--- src/sv/phmi_pkg.sv ---
// Shared types and constants of the pixel hit to module index mapper.
// Used by phmi_map and by the top level pixel_hit_to_module_index.
package phmi_pkg;

    // Register indexes on the configuration port (byte address = 4 * index)
    localparam int unsigned RegCount    = 7;
    localparam logic [2:0] REG_FAMILY   = 3'd0;
    localparam logic [2:0] REG_CPH      = 3'd1;
    localparam logic [2:0] REG_COLS     = 3'd2;
    localparam logic [2:0] REG_ROWS     = 3'd3;
    localparam logic [2:0] REG_FORWARD  = 3'd4;
    localparam logic [2:0] REG_BEC      = 3'd5;
    localparam logic [2:0] REG_PHI_EVEN = 3'd6;

    // Front-end chip families
    localparam logic [1:0] FAM_OLD = 2'd0;
    localparam logic [1:0] FAM_NEW = 2'd1;

    // Endcap codes of the barrel/endcap register
    localparam logic signed [3:0] BEC_ENDCAP_POS = 4'sd2;
    localparam logic signed [3:0] BEC_ENDCAP_NEG = -4'sd2;

    // Reset values of the first four registers (the rest reset to zero)
    localparam logic [1:0] RST_FAMILY = FAM_OLD;
    localparam logic [4:0] RST_CPH    = 5'd8;
    localparam logic [7:0] RST_COLS   = 8'd18;
    localparam logic [8:0] RST_ROWS   = 9'd320;

    // Stream payload widths (whole bytes)
    localparam int unsigned InDataW  = 24;
    localparam int unsigned OutDataW = 24;

    typedef struct packed {
        logic [1:0]        family;
        logic [4:0]        cph;
        logic [7:0]        cols;
        logic [8:0]        rows;
        logic              forward;
        logic signed [3:0] bec;
        logic              phi_even;
    } cfg_t;

    typedef struct packed {
        logic [4:0] chip_number;
        logic [8:0] hit_row;
        logic [7:0] hit_column;
    } hit_t;

    typedef struct packed {
        logic [9:0]  phi_position;
        logic [12:0] eta_position;
        logic        hit_valid;
    } res_t;

endpackage

--- src/sv/pixel_hit_to_module_index.sv ---
// Top level of the pixel hit to module index mapper: APB registers, stream pipeline.
// Depends on phmi_pkg and phmi_map.
//
// Maps each raw pixel hit (front-end chip number, row, column on s_tdata) to the
// module-wide phi and eta indices of one configured module, returned on m_tdata with
// the valid flag on m_tuser. The module kind comes from the registers: forward,
// planar or 3D modules of the newer chip family, barrel or endcap modules of the
// older one. Rejected hits (out of range, zero index on the newer family, unsupported
// family) come out with the flag low and zero indices. Every hit gives exactly one
// result, in order. Throughput is one hit per cycle while m_tready holds; the result
// reaches m_tvalid through the input register and the result register around the
// mapping logic (one 5x8 multiply plus adds and compares). The input register keeps
// accepting while a result waits, until both stages are full.
// Registers are to be written by the user only while no hit is in flight; the block
// itself does not enforce it.
module pixel_hit_to_module_index
    import phmi_pkg::*;
(
    input  logic                aclk,
    input  logic                aresetn,
    // input stream
    input  logic                s_tvalid,
    output logic                s_tready,
    input  logic [InDataW-1:0]  s_tdata,   // chip_number[4:0], hit_row[13:5],
                                           // hit_column[21:14], zero fill
    // result stream
    output logic                m_tvalid,
    input  logic                m_tready,
    output logic [OutDataW-1:0] m_tdata,   // phi_position[9:0], eta_position[22:10],
                                           // zero fill
    output logic                m_tuser,   // hit_valid
    // configuration
    input  logic                psel,
    input  logic                penable,
    input  logic                pwrite,
    input  logic [4:0]          paddr,
    input  logic [31:0]         pwdata,
    output logic [31:0]         prdata,
    output logic                pready
);

    cfg_t cfg_reg, cfg_next;
    logic [2:0] reg_idx;
    logic cfg_wr;

    hit_t hit_reg;
    logic s1_valid_reg;
    res_t res_map;
    res_t res_reg;
    logic m_valid_reg;
    logic out_free;
    logic s1_load;

    // ------------------------------------------------------------------
    // Configuration registers: written on the access phase of a transfer
    // ------------------------------------------------------------------
    assign pready  = 1'b1;
    assign reg_idx = paddr[4:2];
    assign cfg_wr  = psel && penable && pwrite && pready;

    always_comb begin
        cfg_next = cfg_reg;
        if (cfg_wr) begin
            case (reg_idx)
                REG_FAMILY:   cfg_next.family   = pwdata[1:0];
                REG_CPH:      cfg_next.cph      = pwdata[4:0];
                REG_COLS:     cfg_next.cols     = pwdata[7:0];
                REG_ROWS:     cfg_next.rows     = pwdata[8:0];
                REG_FORWARD:  cfg_next.forward  = pwdata[0];
                REG_BEC:      cfg_next.bec      = signed'(pwdata[3:0]);
                REG_PHI_EVEN: cfg_next.phi_even = pwdata[0];
                default:      cfg_next = cfg_reg;   // drop writes past the last register
            endcase
        end
    end

    always_ff @(posedge aclk) begin
        if (!aresetn) begin
            cfg_reg.family   <= RST_FAMILY;
            cfg_reg.cph      <= RST_CPH;
            cfg_reg.cols     <= RST_COLS;
            cfg_reg.rows     <= RST_ROWS;
            cfg_reg.forward  <= 1'b0;
            cfg_reg.bec      <= 4'sd0;
            cfg_reg.phi_even <= 1'b0;
        end else begin
            cfg_reg <= cfg_next;
        end
    end

    // Read back the register at the addressed index
    always_comb begin
        case (reg_idx)
            REG_FAMILY:   prdata = {30'd0, cfg_reg.family};
            REG_CPH:      prdata = {27'd0, cfg_reg.cph};
            REG_COLS:     prdata = {24'd0, cfg_reg.cols};
            REG_ROWS:     prdata = {23'd0, cfg_reg.rows};
            REG_FORWARD:  prdata = {31'd0, cfg_reg.forward};
            REG_BEC:      prdata = {28'd0, cfg_reg.bec};
            REG_PHI_EVEN: prdata = {31'd0, cfg_reg.phi_even};
            default:      prdata = 32'd0;
        endcase
    end

    // ------------------------------------------------------------------
    // Two-stage pipeline: input register -> mapping -> result register
    // ------------------------------------------------------------------
    // Result register can take a new value when empty or being drained
    assign out_free = !m_valid_reg || m_tready;
    // Input register advances when empty or when its item moves on
    assign s_tready = !s1_valid_reg || out_free;
    assign s1_load  = s_tvalid && s_tready;

    always_ff @(posedge aclk) begin
        if (!aresetn) begin
            s1_valid_reg <= 1'b0;
        end else if (s_tready) begin
            s1_valid_reg <= s_tvalid;
        end
    end

    // Hold the captured hit until the next transfer replaces it
    always_ff @(posedge aclk) begin
        if (s1_load) begin
            hit_reg.chip_number <= s_tdata[4:0];
            hit_reg.hit_row     <= s_tdata[13:5];
            hit_reg.hit_column  <= s_tdata[21:14];
        end
    end

    phmi_map u_map (
        .cfg (cfg_reg),
        .hit (hit_reg),
        .res (res_map)
    );

    always_ff @(posedge aclk) begin
        if (!aresetn) begin
            m_valid_reg <= 1'b0;
        end else if (out_free) begin
            m_valid_reg <= s1_valid_reg;
        end
    end

    // Capture the mapped result when the stage moves forward
    always_ff @(posedge aclk) begin
        if (out_free && s1_valid_reg) begin
            res_reg <= res_map;
        end
    end

    assign m_tvalid = m_valid_reg;
    assign m_tdata  = {1'b0, res_reg.eta_position, res_reg.phi_position};
    assign m_tuser  = res_reg.hit_valid;

`ifndef SYNTH
    // A rejected hit never carries indices
    a_reject_zero: assert property (@(posedge aclk) disable iff (!aresetn)
        (m_valid_reg && !res_reg.hit_valid) |-> (res_reg.phi_position == 10'd0
                                               && res_reg.eta_position == 13'd0))
        else $error("rejected hit carries nonzero indices");

    // An item in the input register moves to the result stage when it is free
    a_advance: assert property (@(posedge aclk) disable iff (!aresetn)
        (s1_valid_reg && out_free) |=> m_valid_reg)
        else $error("item lost between input and result stage");

    // Backpressure only when both stages are full and the output stalls
    a_full_stall: assert property (@(posedge aclk) disable iff (!aresetn)
        !s_tready |-> (s1_valid_reg && m_valid_reg && !m_tready))
        else $error("input stalled while pipeline has room");
`endif

endmodule

--- src/sv/phmi_map.sv ---
// Combinational hit-to-index mapping for one configured module.
// Depends on phmi_pkg (cfg_t, hit_t, res_t, family codes).
module phmi_map
    import phmi_pkg::*;
(
    input  cfg_t cfg,
    input  hit_t hit,
    output res_t res
);

    logic        fam_new;
    logic        fam_old;
    logic [8:0]  row_c;
    logic [7:0]  col_c;
    logic [8:0]  rows;
    logic [9:0]  rows2;
    logic [5:0]  fe_lim;
    logic        low_half;
    logic        in_range;
    logic        endcap;
    logic        side_pos;
    logic [4:0]  mul_a;
    logic [12:0] prod;
    logic [9:0]  rows_dn;
    logic [9:0]  rows2_dn;
    logic [9:0]  phi;
    logic [12:0] eta;

    assign fam_new = (cfg.family == FAM_NEW);
    assign fam_old = (cfg.family == FAM_OLD);

    // Newer family counts from one: a raw zero wraps and is rejected below
    assign row_c = fam_new ? hit.hit_row - 9'd1 : hit.hit_row;
    assign col_c = fam_new ? hit.hit_column - 8'd1 : hit.hit_column;

    // Older family: half the designed rows plus the ganged rows
    assign rows   = fam_new ? cfg.rows : {1'b0, cfg.rows[8:1]} + 9'd4;
    assign rows2  = {rows, 1'b0};
    assign fe_lim = fam_new ? {1'b0, cfg.cph} : {cfg.cph, 1'b0};

    assign in_range = (fam_new || fam_old)
                   && !(fam_new && (hit.hit_row == 9'd0 || hit.hit_column == 8'd0))
                   && (row_c < rows)
                   && (col_c < cfg.cols)
                   && ({1'b0, hit.chip_number} < fe_lim);

    assign low_half = (hit.chip_number < cfg.cph);
    assign endcap   = fam_old && (cfg.bec == BEC_ENDCAP_POS || cfg.bec == BEC_ENDCAP_NEG);
    assign side_pos = !cfg.bec[3] && (cfg.bec != 4'sd0);

    // One shared product: chip offset times columns per chip
    always_comb begin
        if (fam_new) begin
            mul_a = hit.chip_number;
        end else if (low_half) begin
            mul_a = cfg.cph - hit.chip_number;
        end else begin
            mul_a = hit.chip_number - cfg.cph;
        end
    end

    assign prod     = {8'd0, mul_a} * {5'd0, cfg.cols};
    assign rows_dn  = {1'b0, rows} - 10'd1 - {1'b0, row_c};
    assign rows2_dn = rows2 - 10'd1 - {1'b0, row_c};

    always_comb begin
        phi = '0;
        eta = '0;
        if (fam_new && cfg.forward) begin
            eta = {3'd0, rows_dn};
            phi = side_pos ? {2'd0, col_c} : {2'd0, cfg.cols - 8'd1 - col_c};
        end else if (fam_new) begin
            phi = rows_dn;
            eta = prod + {5'd0, col_c};
        end else begin
            if (low_half) begin
                phi = rows2_dn;
                eta = prod - 13'd1 - {5'd0, col_c};
            end else begin
                phi = {1'b0, row_c};
                eta = prod + {5'd0, col_c};
            end
            // mirror phi on endcap modules in even slots
            if (endcap && cfg.phi_even) begin
                phi = rows2 - phi - 10'd1;
            end
        end
    end

    assign res.phi_position = in_range ? phi : '0;
    assign res.eta_position = in_range ? eta : '0;
    assign res.hit_valid    = in_range;

endmodule
--- config.mk ---
export PLATFORM = sky130hd
export DESIGN_NAME = pixel_hit_to_module_index
export DESIGN_NICKNAME = d
export VERILOG_FILES = /design/src/sv/phmi_pkg.sv /design/src/sv/pixel_hit_to_module_index.sv /design/src/sv/phmi_map.sv
export SDC_FILE = /design/constraint.sdc
export NUM_CORES = 1
export LEC_CHECK = 0
export ABC_AREA = 0
export BUFFER_PORTS_ARGS = -buffer_cell sky130_fd_sc_hd__buf_4
export CORE_MARGIN = 1
export CORE_UTILIZATION = 56
export CTS_BUF_LIST = sky130_fd_sc_hd__clkbuf_4
export CTS_CLUSTER_DIAMETER = 30
export DETAILED_ROUTE_END_ITERATION = 10
export PLACE_DENSITY_LB_ADDON = 0.25
export SYNTH_ARGS = -nofsm -noshare
export SYNTH_HDL_FRONTEND = slang
export SYNTH_SLANG_ARGS = --single-unit
--- constraint.sdc ---
create_clock -name aclk -period 15.7 [get_ports aclk]
set_input_delay 0 -clock aclk [delete_from_list [all_inputs] [get_ports aclk]]
set_output_delay 0 -clock aclk [all_outputs]
set_load 0.02 [all_outputs]
==> flow_summary.toml, run 1 <==
[outcome]
status = "finished, final reports clean"

[critical_path]
crit_buf_inv = 3
crit_arrival_ps = 7880
slowest_stage = "a21oi_1"
startpoint_type = "flip-flop"
worst_ep_required_time_ps = 15900
cp_max_fo = 14
endpoint_kind = "flip-flop"
worstSetupPathType = "flip-flop to flip-flop"
critical-path-top-delay-family = "adder cells"
slowest_delay_ps = 610

[yosys]
synth_area_leaders = "edfxtp_1 (16%), ha_1 (15%), dfxtp_1 (7.6%)"
synthCells = 985
synth_top_family_by_area = "adder cells"
muxShareOfSynthArea_pct = 4.81
synth-adder-area-share_pct = 21.3
synth-seq-cells = 78
postSynth.topFlopCell = "edfxtp_1"
yosys.area_share.simple_pct = 18.5
async_flop_share_pct = 0
yosysTopAreaCell = "edfxtp_1"
ys_types = 75
synth-xor-area-share_pct = 6.75
synth-edff-count = 46
netlist.area_leader.share_pct = 16.4
syn_avg_cell_area_sq_um = 8.56
synth_warnings = 0
ys_seq_area_share_pct = 24.0
synth_compound_area_share_pct = 16.9
netlist_area_sq_um = 8430

[power_and_ir_drop]
switching_share_pct = 39.1
switching_power_mw = 0.236
peakVddDrop_uv = 53.2
combinationalPowerShare_pct = 41.7
p_int_mw = 0.368
pwr-share-clk_pct = 20.0
powerDensity_nw_per_um2 = 62.9
share_seq_of_total_power_pct = 38.3
power.static_leakage_nw = 4.20

[clock_network]
clock_path_buffers = 2
clock-root-buffer = "clkbuf_4"
clock_sinks = 78
clock_latency_ps = 480
cts_buffers = 9
cts_tree = "built"
clk_pin_slew_ps = 140
post_cts_buffers = 0
cts_resized = 0
htreeDepth = 3

[floorplan]
die_area_sq_um = 15600
core_area_sq_um = 14600
initial_core_util_pct = 57.8
chipWidth_um = 125
die_h_um = 125
num_io_pins = 128
row_count = 44

[drt]
drtIter0Drc = 472
drt_first_pass_iters = 5
ant_nets = 0
vias = 7246
drc_errors = 0
wl_um = 21400
routedWlPerCell_um = 16.8
via_per_inst = 5.67

[sta]
tightest_slew_ps = 1150
post-route-period-util_pct = 48.9
rsz0062_at_grt = "false"
drv_slew = 0
slew_headroom_pct = 23.0
fmaxAchievable_mhz = 130
tns_ps = 0
period_needed_ps = 7670
setup_slack_ps = 8030
hold_ws_ps = 48.1
hold_violations = 0
report.final.setup_viol = 0
skew_ps = 32.2

[worst_hold_path]
min_path_type = "primary input to flip-flop"

[grt]
grt_pass1_vias = 6946
grt_usage_pct = 28.2
overflow = 0
grt_max_degree = 33
antenna_found_initial = 1
grt_pass1_wl_um = 35000

[cells_and_area]
largest_reg_flops = 30
fin_area_sq_um = 9590
final_common_cell = "ha_1"
fill_cells = 1248
final_cell_mix = "ha_1 (102), nand2_1 (98), inv_1 (89)"
area_delta_synth_final_pct = 13.7
final_layout_size_suffix_gt1_share_pct = 10.5
fin_nets = 1282

[placed_design]
port_buffers = 75
place_ws_ps = 8070
place_area_sq_um = 9050
gp_congestion = 0.952
dp.final_hpwl_um = 16500

[flow_run]
max_cap_viol_count = 0
==> power groups by stage <==
stage	combinational, mW	sequential, mW	clock, mW
3_3_place_gp	0.237	0.236	0
2_1_floorplan	0.183	0.239	0
6_report	0.252	0.231	0.121
3_5_place_dp	0.240	0.236	0
4_1_cts	0.248	0.231	0.121
5_1_grt	0.279	0.232	0.129
==> metal layers <==
metal	wire (um)	GRT usage (%)	vias up	part of all wire (%)
met5	0	0	-	0
met3	1230	4.25	46	5.7
met2	9760	45.8	238	46
li1	-	-	3593	-
met1	9770	37.6	3369	46
met4	673	11.0	0	3.1
==> kinds of logic (layout without fill, tap and decap cells) <==
| kind of cell | Yosys count | after routing |
|---|---|---|
| adders and majority gates | 128 | 128 |
| muxes | 39 | 39 |
| xor gates and xnor gates | 65 | 65 |
| other | 2 | 27 |
| AOI/OAI and AO/OA | 211 | 211 |
| and+or+nand+nor | 318 | 318 |
| DFF | 78 | 78 |
| buffers and inverters | 144 | 227 |
==> cells in the mapped netlist (all sizes together) (34+ instances only) <==
cell type,count
buf,35
a21oi,60
edfxtp,46
ha,102
xnor2,39
nand2,98
mux2i,36
and2,34
nor2,71
inv,89
nor2b,39
o21ai,36
==> per-stage QoR <==
step	instances	util [%]	power, mW
floorplan	1008	-	0.422
global placement	1217	62.0	0.473
detailed placement	1217	62.0	0.476
CTS	1275	65.7	0.601
global route	1277	65.7	0.641
finish	1277	65.7	0.604
==> repair_timing <==
item | 4_1_cts | 5_1_grt
hold endpoints to repair | 54 | 0
endpoints found under the setup margin | 0 | 0
hold buffers | 42 | 0
==> cell type report <==
type	count	area [sq um]	share of cell area [%]
Multi-Input combinational cell	786	5860	61.1
Sequential cell	78	2020	21.1
Timing Repair Buffer	122	1020	10.6
Inverter	89	334	3.48
Tap cell	184	230	2.40
Clock buffer	10	75.1	0.783
Clock inverter	6	43.8	0.457
Antenna cell	2	5.00	0.0522
==> worst reg2reg max path, delay by kind of cell (launching register included) <==
kind | cells | cell delay (ps)
AOI/OAI and AO/OA | 5 | 1420
xor gates and xnor gates | 3 | 390
adders and majority gates | 6 | 2570
buffers and inverters | 3 | 270
DFF | 1 | 500
muxes | 2 | 490
and+or+nand+nor | 8 | 1770
==> final timing paths <==
kind           startpoint           to  slack (ps)  cells after the start
max reg2reg   cfg_reg[24]  m_tdata[22]        8030                     27
min               penable  cfg_reg[28]          50                      5
min reg2reg  s1_valid_reg     m_tvalid         540                      1
max           cfg_reg[24]  m_tdata[22]        8030                     27
(Power assumes the default switching activity.)
==> run 2, diff against run 1 <==
ABC_AREA = 1   (was 0)
CORE_UTILIZATION = 55   (was 56)
clock period = 6.3 ns   (was 15.7 ns; I/O delays follow)
==> run 2 against run 1 <==
  * Via count rose by 20%
  * Critical endpoint is now m_tdata[19]
  * Total power rose to 3.0 times the previous value
  * Hold slack improved by 200 ps
  * Critical path type unchanged
  * Clock skew fell by 13 ps
==> flow_summary.toml, run 2 <==
[critical_path]
crit_arrival_ps = 6130
endpoint_kind = "flip-flop"
slowest_delay_ps = 540
reg2reg_depth = 31
cp_max_fo = 7
r2r-start = "cfg_reg[27]"
worst_ep_required_time_ps = 6500
worstSetupPathType = "flip-flop to flip-flop"
slowest_stage = "fa_1"
startpoint_type = "flip-flop"
rrSetupSlack_ps = 370
rr_endpoint = "m_tdata[19]"
cp_common_cell = "nand2_1"

[floorplan]
die_h_um = 129
initial_core_util_pct = 56.2
num_io_pins = 128
die_area_sq_um = 16800
row_count = 46
core_area_sq_um = 15900
chipWidth_um = 129

[clock_network]
cts_tree = "built"
clock_latency_ps = 450
htreeDepth = 3
clock_path_buffers = 2
clock-root-buffer = "clkbuf_4"
clock_sinks = 78
cts_buffers = 9
clk_pin_slew_ps = 130

[drt]
via_per_inst = 5.46
drc_errors = 0
wl_um = 24200
ant_nets = 0
drtIter0Drc = 694
vias = 8725
drt_first_pass_iters = 8
routedWlPerCell_um = 15.2

[yosys]
synth-xor-area-share_pct = 4.20
synth_top_family_by_area = "simple AND/OR/NAND/NOR gates"
synth_warnings = 0
yosysTopAreaCell = "edfxtp_1"
syn_avg_cell_area_sq_um = 7.11
synth_common_cells = "nand2_1 (272), inv_1 (186), a21oi_1 (107)"
synth_compound_area_share_pct = 16.6
synth-edff-count = 46
synth_area_leaders = "edfxtp_1 (15%), ha_1 (14%), nand2_1 (11%)"
synthCells = 1256
async_flop_share_pct = 0
muxShareOfSynthArea_pct = 0
synth_most_common_cell = "nand2_1"
netlist.area_leader.share_pct = 15.5
yosys.area_share.simple_pct = 24.4
netlist_area_sq_um = 8930
ys_types = 57
postSynth.topFlopCell = "edfxtp_1"
synth-seq-cells = 78
ys_seq_area_share_pct = 22.6
synth-adder-area-share_pct = 20.1

[placed_design]
dp.final_hpwl_um = 19000
port_buffers = 75
place_area_sq_um = 9610
dp_cells = 1533
gp_congestion = 0.959
place_ws_ps = -23.4

[worst_hold_path]
hold_path_startpoint = "pwrite"
min_path_type = "primary input to flip-flop"
min_to = "cfg_reg[29]"
hold_depth = 5

[grt]
grt_usage_pct = 29.4
overflow = 0
grt_pass1_vias = 7780
grt_pass1_wl_um = 38200
antenna_found_initial = 0
grt_max_degree = 37

[cells_and_area]
largest_reg_flops = 30
antenna_cells = 0
finalNonFillerCells = 1599
final_common_cell = "nand2_1"
fin_area_sq_um = 10400
fin_nets = 1574
area_delta_synth_final_pct = 16.3
final_cell_mix = "nand2_1 (272), inv_1 (184), a21oi_1 (100)"
final_layout_size_suffix_gt1_share_pct = 12.9

[sta]
post-route-period-util_pct = 94.1
report.final.setup_viol = 0
skew_ps = 19.0
drv_slew = 0
tightest_slew_ps = 1020
fmaxAchievable_mhz = 169
period_needed_ps = 5930
slew_headroom_pct = 31.9
hold_violations = 0
hold_ws_ps = 253
setup_slack_ps = 371

[power_and_ir_drop]
peakVddDrop_uv = 145
powerDensity_nw_per_um2 = 174
power.static_leakage_nw = 5.07

[outcome]
status = "finished, final reports clean"

[flow_run]
max_cap_viol_count = 0
[run 2: area by class of cell]
cell class              count  area, sq um
flip-flops and latches     78         2020
inverters                 197          739
multi-input cells         956         6090
repair buffers            136         1130
clock buffers              11         82.6
well taps                 216          270
fillers                  1376         5500
clock inverters             5         51.3
[run 2: power breakdown]
group | switching (mW) | internal (mW)
registers | 0.0127 | 0.562
clock network | 0.182 | 0.128
logic | 0.565 | 0.355
[run 2: cell families after synthesis]
family | count (synthesis)
flops | 78
compound gates | 260
other cells | 2
buf+inv | 245
xor+xnor | 42
fa+ha+maj | 128
simple gates | 501
[run 2: worst max path at each step]
stage	slack, ps	endpoint	from
after floorplan	490	m_tdata[22]	hit_reg[19]
after global placement	110	m_tdata[19]	cfg_reg[25]
after detailed placement	-20	m_tdata[22]	cfg_reg[25]
after CTS	20	m_tdata[22]	cfg_reg[26]
after global routing	-30	m_tdata[22]	cfg_reg[25]
final	370	m_tdata[19]	cfg_reg[27]
[run 2: critical path, delay by kind of cell, from the launching register on]
family	cells	cell delay (ps)
flip-flops	1	360
AND/OR/NAND/NOR	13	1160
adder cells (fa/ha/maj)	6	2500
XOR/XNOR	2	370
AO/OA/AOI/OAI	5	840
buffers and inverters	5	440
[run 2: what timing repair did]
action | CTS | global route
hold endpoints to repair | 54 | 0
buffers inserted | 0 | 7
pin swaps | 0 | 7
hold buffers | 43 | 0
setup endpoints to repair | 1 | 6
gates resized for setup | 2 | 32
[run 2: stage by stage]
| step | TNS, ps | utilization, % | power, mW |
|---|---|---|---|
| 2_1_floorplan | 0 | - | 1.21 |
| 3_3_place_gp | 0 | 60.5 | 1.38 |
| 3_5_place_dp | -23.4 | 60.5 | 1.39 |
| 4_1_cts | 0 | 64.1 | 1.72 |
| 5_1_grt | -30.5 | 65.4 | 1.94 |
| 6_report | 0 | 65.4 | 1.80 |
[run 2: layer usage]
| layer | up-vias | GRT usage (%) | part of all wire, % |
|---|---|---|---|
| met3 | 44 | 3.43 | 7.3 |
| met1 | 3976 | 40.0 | 44 |
| met5 | - | 0 | 0 |
| li1 | 4330 | - | - |
| met4 | 0 | 10.7 | 2.5 |
| met2 | 375 | 48.0 | 46 |
